### src/hw/rtl/gpmd_pkg.sv
// gpmd_pkg: shared types and operation codes for the GF(2) polynomial
// multiply / divide block. No dependencies.

package gpmd_pkg;

   // Width of the operand and result ports
   localparam int DATA_W = 32;

   typedef logic [DATA_W-1:0]   word_type;
   typedef logic [2*DATA_W-1:0] dword_type;

   // Operation codes carried on req_func
   localparam logic FUNC_CLMUL  = 1'b0;
   localparam logic FUNC_DIVMOD = 1'b1;

endpackage : gpmd_pkg

### src/hw/rtl/gf2_poly_mul_divmod.sv
// gf2_poly_mul_divmod: carry-less multiply and polynomial divide over GF(2),
// one set of shift/XOR working registers stepped by a small sequencer.
// Depends on gpmd_pkg.
//
//   channel | direction | handshake             | payload
//   --------+-----------+-----------------------+------------------------------------
//   req     | in        | req_valid / req_ready | func, operand_a, operand_b
//   rsp     | out       | rsp_valid / rsp_ready | result_low, result_high, divide_by_zero
//
// A request runs WIDTH shift/XOR steps in ST_RUN, then ST_FLUSH loads the result
// register; a divide by zero skips the steps. req_ready is high only while idle,
// so a new request is taken only after the last one has loaded its result.
// A result waits in the result register while the next request runs; the next
// finished result holds the sequencer until that register frees.
// Reset is synchronous and clears the sequencer and the result valid flag.

module gf2_poly_mul_divmod
   import gpmd_pkg::*;
#(
   parameter int WIDTH = 32
) (
   input  logic     clock,
   input  logic     reset,
   input  logic     req_valid,
   output logic     req_ready,
   input  logic     req_func,
   input  word_type req_operand_a,
   input  word_type req_operand_b,
   output logic     rsp_valid,
   input  logic     rsp_ready,
   output word_type rsp_result_low,
   output word_type rsp_result_high,
   output logic     rsp_divide_by_zero
);

   localparam int CNT_W = $clog2(WIDTH);

   // Sequencer state codes
   localparam logic [1:0] ST_IDLE  = 2'd0;
   localparam logic [1:0] ST_RUN   = 2'd1;
   localparam logic [1:0] ST_FLUSH = 2'd2;

   logic [1:0]       state_ff, state_in;
   logic [CNT_W-1:0] cnt_ff, cnt_in;
   logic             func_ff, func_in;
   logic             dz_ff, dz_in;
   logic [WIDTH-1:0] hi_ff, hi_in;
   logic [WIDTH-1:0] lo_ff, lo_in;
   logic [WIDTH-1:0] b_ff, b_in;
   logic [WIDTH-1:0] hot_ff, hot_in;

   logic             rsp_valid_ff, rsp_valid_in;
   word_type         rsp_low_ff, rsp_low_in;
   word_type         rsp_high_ff, rsp_high_in;
   logic             rsp_dz_ff, rsp_dz_in;

   logic [WIDTH-1:0] a_m, b_m, smear;
   logic [WIDTH-1:0] mul_x, mul_hi, mul_lo;
   logic [WIDTH-1:0] div_t;
   logic             div_q;
   logic [WIDTH-1:0] div_hi, div_lo;
   logic             req_acc, last_step, slot_free;
   dword_type        prod;

   assign a_m       = req_operand_a[WIDTH-1:0];
   assign b_m       = req_operand_b[WIDTH-1:0];
   assign req_ready = (state_ff == ST_IDLE);
   assign req_acc   = req_valid && req_ready;
   assign last_step = (cnt_ff == CNT_W'(WIDTH - 1));
   assign slot_free = !rsp_valid_ff || rsp_ready;

   // Leading-one mask of the divisor: smear the bits above each position
   always_comb begin
      smear = b_m >> 1;
      for (int k = 1; k < WIDTH; k = k * 2) begin
         smear = smear | (smear >> k);
      end
      hot_in = b_m & ~smear;
   end

   // Multiply step: add b into the top half when the low bit is set, shift right
   assign mul_x  = hi_ff ^ (lo_ff[0] ? b_ff : '0);
   assign mul_hi = {1'b0, mul_x[WIDTH-1:1]};
   assign mul_lo = {mul_x[0], lo_ff[WIDTH-1:1]};

   // Divide step: bring down the next dividend bit, subtract when degree matches
   // (the remainder stays below the divisor's degree, so its top bit is zero)
   assign div_t  = {hi_ff[WIDTH-2:0], lo_ff[WIDTH-1]};
   assign div_q  = |(div_t & hot_ff);
   assign div_hi = div_q ? (div_t ^ b_ff) : div_t;
   assign div_lo = {lo_ff[WIDTH-2:0], div_q};

   assign prod = dword_type'({hi_ff, lo_ff});

   // Sequencer and working registers
   always_comb begin
      state_in = state_ff;
      cnt_in   = cnt_ff;
      func_in  = func_ff;
      dz_in    = dz_ff;
      hi_in    = hi_ff;
      lo_in    = lo_ff;
      b_in     = b_ff;
      unique case (state_ff)
         ST_IDLE: begin
            if (req_acc) begin
               func_in = req_func;
               b_in    = b_m;
               cnt_in  = '0;
               hi_in   = '0;
               if (req_func == FUNC_DIVMOD && b_m == '0) begin
                  dz_in    = 1'b1;
                  lo_in    = '0;
                  state_in = ST_FLUSH;
               end else begin
                  dz_in    = 1'b0;
                  lo_in    = a_m;
                  state_in = ST_RUN;
               end
            end
         end
         ST_RUN: begin
            if (func_ff == FUNC_CLMUL) begin
               hi_in = mul_hi;
               lo_in = mul_lo;
            end else begin
               hi_in = div_hi;
               lo_in = div_lo;
            end
            cnt_in = cnt_ff + 1'b1;
            if (last_step) begin
               state_in = ST_FLUSH;
            end
         end
         ST_FLUSH: begin
            if (slot_free) begin
               state_in = ST_IDLE;
            end
         end
         default: begin
            state_in = ST_IDLE;
         end
      endcase
   end

   // Result register
   always_comb begin
      rsp_valid_in = rsp_valid_ff && !rsp_ready;
      rsp_low_in   = rsp_low_ff;
      rsp_high_in  = rsp_high_ff;
      rsp_dz_in    = rsp_dz_ff;
      if (state_ff == ST_FLUSH && slot_free) begin
         rsp_valid_in = 1'b1;
         rsp_dz_in    = dz_ff;
         if (func_ff == FUNC_CLMUL) begin
            rsp_low_in  = prod[DATA_W-1:0];
            rsp_high_in = prod[2*DATA_W-1:DATA_W];
         end else begin
            rsp_low_in  = word_type'(lo_ff);
            rsp_high_in = word_type'(hi_ff);
         end
      end
   end

   always_ff @(posedge clock) begin
      if (reset) begin
         state_ff     <= ST_IDLE;
         rsp_valid_ff <= 1'b0;
      end else begin
         state_ff     <= state_in;
         rsp_valid_ff <= rsp_valid_in;
      end
   end

   always_ff @(posedge clock) begin
      cnt_ff      <= cnt_in;
      func_ff     <= func_in;
      dz_ff       <= dz_in;
      hi_ff       <= hi_in;
      lo_ff       <= lo_in;
      b_ff        <= b_in;
      rsp_low_ff  <= rsp_low_in;
      rsp_high_ff <= rsp_high_in;
      rsp_dz_ff   <= rsp_dz_in;
      if (req_acc) begin
         hot_ff <= hot_in;
      end
   end

   assign rsp_valid          = rsp_valid_ff;
   assign rsp_result_low     = rsp_low_ff;
   assign rsp_result_high    = rsp_high_ff;
   assign rsp_divide_by_zero = rsp_dz_ff;

`ifndef NO_ASSERTIONS
   // Divide-by-zero result carries zero data
   a_dz_zero: assert property (@(posedge clock) disable iff (reset)
      (rsp_valid && rsp_divide_by_zero) |-> (rsp_result_low == '0 && rsp_result_high == '0))
      else $error("divide-by-zero result with nonzero data");

   // Divisor mask is one-hot for the whole of a divide
   a_hot_onehot: assert property (@(posedge clock) disable iff (reset)
      (state_ff == ST_RUN && func_ff == FUNC_DIVMOD) |-> $onehot(hot_ff))
      else $error("divisor leading-one mask not one-hot");

   // Partial remainder stays below the divisor's degree
   a_rem_degree: assert property (@(posedge clock) disable iff (reset)
      (state_ff != ST_IDLE && func_ff == FUNC_DIVMOD && !dz_ff) |-> (hi_ff < hot_ff))
      else $error("remainder degree not below divisor degree");

   // Carry-less product never reaches the top bit of the double word
   a_prod_top: assert property (@(posedge clock) disable iff (reset)
      (state_ff == ST_FLUSH && func_ff == FUNC_CLMUL) |-> !hi_ff[WIDTH-1])
      else $error("product top bit set");

   // An accepted request starts work in the next cycle
   a_start: assert property (@(posedge clock) disable iff (reset)
      (req_valid && req_ready) |=> (state_ff == ST_RUN || state_ff == ST_FLUSH))
      else $error("accepted request did not start");
`endif

endmodule : gf2_poly_mul_divmod
### config.mk
export PLATFORM = sky130hd
export DESIGN_NAME = gf2_poly_mul_divmod
export DESIGN_NICKNAME = d
export VERILOG_FILES = /design/src/hw/rtl/gpmd_pkg.sv /design/src/hw/rtl/gf2_poly_mul_divmod.sv
export SDC_FILE = /design/constraint.sdc
export NUM_CORES = 1
export LEC_CHECK = 0
export BUFFER_PORTS_ARGS = -buffer_cell sky130_fd_sc_hd__buf_2
export CORE_ASPECT_RATIO = 1.5
export CORE_MARGIN = 1
export CORE_UTILIZATION = 35
export CTS_CLUSTER_DIAMETER = 30
export DETAILED_ROUTE_END_ITERATION = 7
export HOLD_SLACK_MARGIN = 0.02
export PLACE_DENSITY_LB_ADDON = 0.05
export SLEW_MARGIN = 20
export SYNTH_ARGS = -nofsm -noshare
export SYNTH_HDL_FRONTEND = slang
export SYNTH_SLANG_ARGS = --single-unit
### constraint.sdc
create_clock -name clock -period 12.4 [get_ports clock]
set_input_delay 1.86 -clock clock [delete_from_list [all_inputs] [get_ports clock]]
set_output_delay 1.86 -clock clock [all_outputs]
set_load 0.005 [all_outputs]
==> results.yml, run 1 <==
outcome:
  outcome: "finished clean"
flow_run:
  drv_cap: 0
setup_path:
  path_class: "input port to register"
  worstRegToRegCells: 6
  worstSetupStartpointType: "input port"
  startpoint: "req_operand_b[18]"
  worstPathMaxFanout: 33
  timing.rr.start: "hi_ff[19]"
  critPathArrivalTime_ps: 3670
  cp-end-kind: "register"
  r2r_end: "hi_ff[21]"
  reg2reg_slack_ps: 9660
  required_ps: 12610
  crit_end: "lo_ff[13]"
logic_synthesis:
  synth_area_leaders: "edfxtp_1 65%, nor3_1 3.7%, mux2i_1 3.3%"
  synth_cells: 725
  synth_area_mm2: 0.00919
  yosys_warnings: 0
  synth_nets: 797
  avgSynthCellArea_um2: 12.7
  synth-seq-cells: 202
  synth_top_cell_area_share: 0.650
  yosys.area.top_type: "edfxtp_1"
  synth_cell_types: 41
  yosysSeqAreaShare: 0.657
cts:
  cts.sinks: 202
  numCtsBuffers: 40
  clk_latency_ps: 510
  clkTransAtPathRegs_ps: 40
  cts_resized: 0
  cts_max_level: 2
  cts_root_buf: "clkbuf_16"
  clockBufferDepth: 3
  cts_tree: "yes"
  cts_hold_buf: 0
  postCtsSetupRepairBufs: 0
die:
  initial_core_util: 0.357
  fp.dieArea_mm2: 0.0269
  dieHeight_um: 200
  ios: 136
  rows: 72
  die_x_um: 134
  core_area_mm2: 0.0258
final_layout:
  regArea_mm2: 0.00604
  drive_above_1_share: 0.247
  fillers: 2430
  multi_input_area_mm2: 0.00299
  mostFrequentLayoutCell: "edfxtp_1"
  layout_common_cells: "199 x edfxtp_1, 135 x buf_2, 77 x nand2_1, 67 x nor3_1, 41 x clkbuf_16"
  final_cell_area_mm2: 0.0115
  layoutNonFillerInstCount: 1227
  nets: 938
  diodes: 0
  syn2layout_area_growth_pct: 25.6
grt:
  grt_pass1_vias: 6659
  grt_max_degree: 68
  grt_usage: 0.187
  grt_pass1_wl_mm: 38.5
  grt_overflow: 0
  antenna_found_initial: 0
sta:
  max_freq_mhz: 289
  slew_headroom: 0.324
  rsz0062_at_grt: "no"
  worst_pin_slew_ps: 1010
  report.final.hold_viol_count: 0
  fin_crit_ps: 3470
  finalCritPeriodShare: 0.279
  finalClockSkew_ps: 15.4
  setup_tns_ps: 0
  setup_viol: 0
  setup_ws_ps: 8930
  maxSlewViolCount: 0
route:
  dr.pass1.iters: 5
  drt-total-wl_mm: 25.0
  drt-vias-per-instance: 5.40
  ant_nets: 0
  dr_total_vias: 6629
  route.detailed.drc: 0
  drtIter0Drc: 322
  wl_per_cell_um: 20.4
placement:
  post-place-ws_ps: 8370
  port_buffers: 135
  place.gp.congestion: 0.777
  placed_cells: 1157
  placed_cell_area_mm2: 0.0102
  hpwl_mm: 16.5
pwr:
  p_leak_nw: 4.28
  ir_drop_v: 0.000106
  p_total_mw: 2.27
  powerDensity_mw_per_mm2: 197
worst_hold_path:
  whs_path_depth: 0
  hold_path_class: "register to register"
## cell usage after synthesis, drive strengths merged
cell	n
a21oi	35
a22oi	15
and2	7
and3	7
and3b	4
and4b	3
and4bb	1
buf	6
clkbuf	43
dfxtp	3
edfxtp	199
ha	3
inv	3
mux2	1
mux2i	30
nand2	77
nand2b	35
nand3	35
nand4	1
nor2	19
nor2b	3
nor3	69
nor3b	5
nor4	7
nor4b	6
nor4bb	1
o21ai	4
o221ai	31
o22ai	32
o31a	1
o32ai	1
or3	1
or4	3
xnor2	32
xor2	2
## cell families (layout without fill, tap and decap cells)
| family | count (synthesis) | count (layout) | synth area share |
|---|---|---|---|
| AND/OR/NAND/NOR | 284 | 284 | 0.164 |
| adder cells (fa/ha/maj) | 3 | 3 | 0.00409 |
| XOR/XNOR | 34 | 34 | 0.0324 |
| AO/OA/AOI/OAI | 119 | 119 | 0.0867 |
| multiplexers | 31 | 31 | 0.0339 |
| flip-flops | 202 | 202 | 0.657 |
| buffers and inverters | 52 | 221 | 0.0221 |
## power breakdown
group,total [mW],internal (mW),switching [mW]
clock,1.05,0.702,0.348
combinational,0.282,0.107,0.176
sequential,0.939,0.861,0.0782
total,2.27,1.67,0.602
## worst max-delay path, stage by stage
cell     delay [ps]
buf_2           120
nor4_1          360
nand2_1         150
nor4_1          330
and4b_1         310
buf_4           370
o22ai_1         160
## layout make-up
cell class | instances | share of cell area
flip-flops and latches | 202 | 0.523
multi-input cells | 471 | 0.259
clock buffers | 44 | 0.0899
clock inverters | 26 | 0.0237
repair buffers | 148 | 0.0670
inverters | 3 | 0.000976
well taps | 333 | 0.0361
## layer usage
| layer | vias up | track usage | part of all wire |
|---|---|---|---|
| met2 | 242 | 0.330 | 0.52 |
| met5 | - | 0 | 0 |
| met1 | 3250 | 0.218 | 0.39 |
| li1 | 3086 | - | - |
| met3 | 51 | 0.0371 | 0.056 |
| met4 | 0 | 0.0839 | 0.032 |
## worst min-delay path by stage
stage               startpoint            endpoint  slack [ps]
finish                   dz_ff  rsp_divide_by_zero         450
CTS                      dz_ff  rsp_divide_by_zero         460
floorplan                dz_ff  rsp_divide_by_zero         400
global placement         dz_ff  rsp_divide_by_zero         440
detailed placement       dz_ff  rsp_divide_by_zero         450
global route             dz_ff  rsp_divide_by_zero         460
## state kept, by name (all words and copies together) (netlist names)
register	cells
lo_ff	32
func_ff	1
rsp_result_low	32
cnt_ff	5
rsp_result_high	32
hi_ff	32
dz_ff	1
rsp_valid	1
hot_ff	31
state_ff	2
b_ff	32
rsp_divide_by_zero	1
## through the flow
| stage | utilization | hold WS [ps] |
|---|---|---|
| floorplan | - | 400 |
| global placement | 0.397 | 442 |
| finish | 0.448 | 447 |
| CTS | 0.448 | 464 |
| detailed placement | 0.397 | 455 |
| global route | 0.448 | 458 |
(Power assumes the default switching activity.)
==> inputs of run 2 (changes only) <==
Settings changed: ABC_AREA from default to 1.
Clock period 12.4 ns to 2.8 ns, I/O delays scaled along.
==> run 2 against run 1 <==
Net effect:
- sequential cell count unchanged
- first-iteration DRC count down 16%
- highest routed layer is now met5
- core utilization about the same
- sequential power rose to 4.3 times the previous value
- sequential share of layout area down 1.6 points
- critical path type is now register to register
- synthesized cell count up 20%
- non-clock buffer count up 3
- synthesized area up 3.4%
- global-route usage down 0.29 points
==> results.yml, run 2 <==
grt:
  grt_overflow: 0
  grt_max_degree: 70
  antenna_found_initial: 2
  grt_pass1_wl_mm: 38.8
  grt_pass1_vias: 7098
  grt_usage: 0.184
worst_hold_path:
  hold_path_startpoint: "req_func"
  min_to: "func_ff"
  whs_path_depth: 1
  hold_path_class: "input port to register"
route:
  route.detailed.drc: 0
  dr_total_vias: 6798
  drt-vias-per-instance: 4.85
  drtIter0Drc: 272
  dr.pass1.iters: 4
  ant_nets: 0
  drt-total-wl_mm: 24.7
  wl_per_cell_um: 17.6
sta:
  worst_pin_slew_ps: 789
  report.final.hold_viol_count: 0
  max_freq_mhz: 471
  slew_headroom: 0.474
  finalCritPeriodShare: 0.757
  rsz0062_at_grt: "no"
  finalClockSkew_ps: 34.4
  hold-worst-slack_ps: 88.1
  setup_viol: 0
  maxSlewViolCount: 0
  fin_crit_ps: 2120
logic_synthesis:
  muxShareOfSynthArea: 0
  synth_top_family_by_area: "simple AND/OR/NAND/NOR gates"
  synth_area_leaders: "edfxtp_1 63%, nand2_1 8.8%, nand3_1 4.1%"
  synthMostInstantiatedCell: "nand2_1"
  synth_cells: 872
  ys.flop_type: "edfxtp_1"
  synth_cell_types: 33
  synth_edf_count: 199
  synth_top_cell_area_share: 0.629
  avgSynthCellArea_um2: 10.9
  synth_nets: 944
  synth-seq-cells: 202
  synth_area_mm2: 0.00951
  synthTopCellsByCount: "222 x nand2_1, 199 x edfxtp_1, 87 x nor2_1"
  synth-xor-area-share: 0.0580
  yosys_warnings: 0
  yosysSeqAreaShare: 0.635
  yosys.area.top_type: "edfxtp_1"
  synth-compound-area-share: 0.0641
  synth_adder_area_share: 0.00395
  synthArstFlopShare: 0
  synthSimpleGateAreaFrac: 0.190
cts:
  cts_max_level: 2
  clk_latency_ps: 540
  cts_tree: "yes"
  clockBufferDepth: 3
  numCtsBuffers: 44
  postCtsSetupRepairBufs: 0
  cts_root_buf: "clkbuf_16"
  clkTransAtPathRegs_ps: 50
  cts_resized: 0
  cts_hold_buf: 0
  cts.sinks: 202
setup_path:
  timing.rr.start: "hi_ff[15]"
  worstSetupStartpointType: "register"
  worstPathMaxFanout: 32
  worstRegToRegCells: 10
  reg2reg_slack_ps: 680
  r2r_end: "hi_ff[23]"
  path_class: "register to register"
  required_ps: 3170
  critPathArrivalTime_ps: 2490
  startpoint: "hi_ff[15]"
  cp-end-kind: "register"
flow_run:
  drv_cap: 0
placement:
  placed_cell_area_mm2: 0.0105
  hpwl_mm: 15.4
  port_buffers: 135
  place.gp.congestion: 0.777
pwr:
  p_total_mw: 10.3
  powerDensity_mw_per_mm2: 862
  ir_drop_v: 0.000429
  p_leak_nw: 4.77
final_layout:
  drive_above_1_share: 0.246
  nets: 1102
  layout_common_cells: "222 x nand2_1, 199 x edfxtp_1, 135 x buf_2, 84 x nor2_1, 78 x nand3_1"
  mostFrequentLayoutCell: "nand2_1"
  final_cell_area_mm2: 0.0119
  syn2layout_area_growth_pct: 25.2
die:
  ios: 136
  die_x_um: 137
  fp.dieArea_mm2: 0.0278
  dieHeight_um: 204
  core_area_mm2: 0.0266
  initial_core_util: 0.358
  rows: 73
outcome:
  outcome: "finished clean"
[run 2: cell count changes in the layout (fill, tap and decap cells not counted), moves of 30 or more]
cell      previous run  this run
inv_1                3        39
nand2_1             77       222
o21ai_1              0        32
nand2b_1            34         0
nand3_1             34        78
o221ai_1            31         0
o22ai_1             32         0
nor3_1              67        10
nor2_1              18        84
mux2i_1             30         0
[run 2: cell families after synthesis]
family	Yosys count
AO/OA/AOI/OAI	100
AND/OR/NAND/NOR	425
flip-flops	202
adder cells (fa/ha/maj)	3
buffers and inverters	79
XOR/XNOR	63
[run 2: worst max-delay path, cell delays in order (launching register included)]
cell,delay (ps)
edfxtp_1,480
nand2_1,130
nand2_1,70
nor2_1,130
nand2_1,140
nor2_4,140
buf_4,410
nand3_1,140
nand2_1,100
nand2_1,60
a21oi_2,150
[run 2: final cells by class]
cell class                      count  area, µm²
Multi-Input combinational cell    591       3030
Timing Repair Buffer              151        833
Tap cell                          337        422
Antenna cell                        1       2.50
Inverter                           40        150
Sequential cell                   202       6040
Clock inverter                     27        283
Clock buffer                       52       1150
Fill cell                        2554      14700
[run 2: report_power, final]
group	switching (mW)	internal (mW)	total [mW]
combinational	0.764	0.446	1.21
clock	1.64	3.38	5.02
sequential	0.276	3.76	4.03
total	2.68	7.58	10.3
[run 2: worst max path at each step]
stage | cells after the start | slack [ps] | to
floorplan | 4 | -20 | cnt_ff[0]
global placement | 10 | 530 | lo_ff[7]
detailed placement | 10 | 510 | lo_ff[15]
CTS | 10 | 610 | hi_ff[23]
global route | 10 | 490 | hi_ff[30]
finish | 10 | 680 | hi_ff[23]
[run 2: per-layer routing]
layer | routed length (µm) | part of all wire | global-route usage
met5 | 13 | 0.00053 | 0
met4 | 616 | 0.025 | 0.0679
met3 | 1120 | 0.045 | 0.0335
met2 | 13000 | 0.53 | 0.340
met1 | 9890 | 0.40 | 0.207
[run 2: per-stage QoR]
step	setup TNS [ps]	worst slack (ps)	std cells	utilization
floorplan	-1440	-20.9	872	-
global placement	0	531	1321	0.394
detailed placement	0	513	1321	0.394
CTS	0	610	1400	0.448
global route	0	494	1400	0.448
finish	0	679	1401	0.448
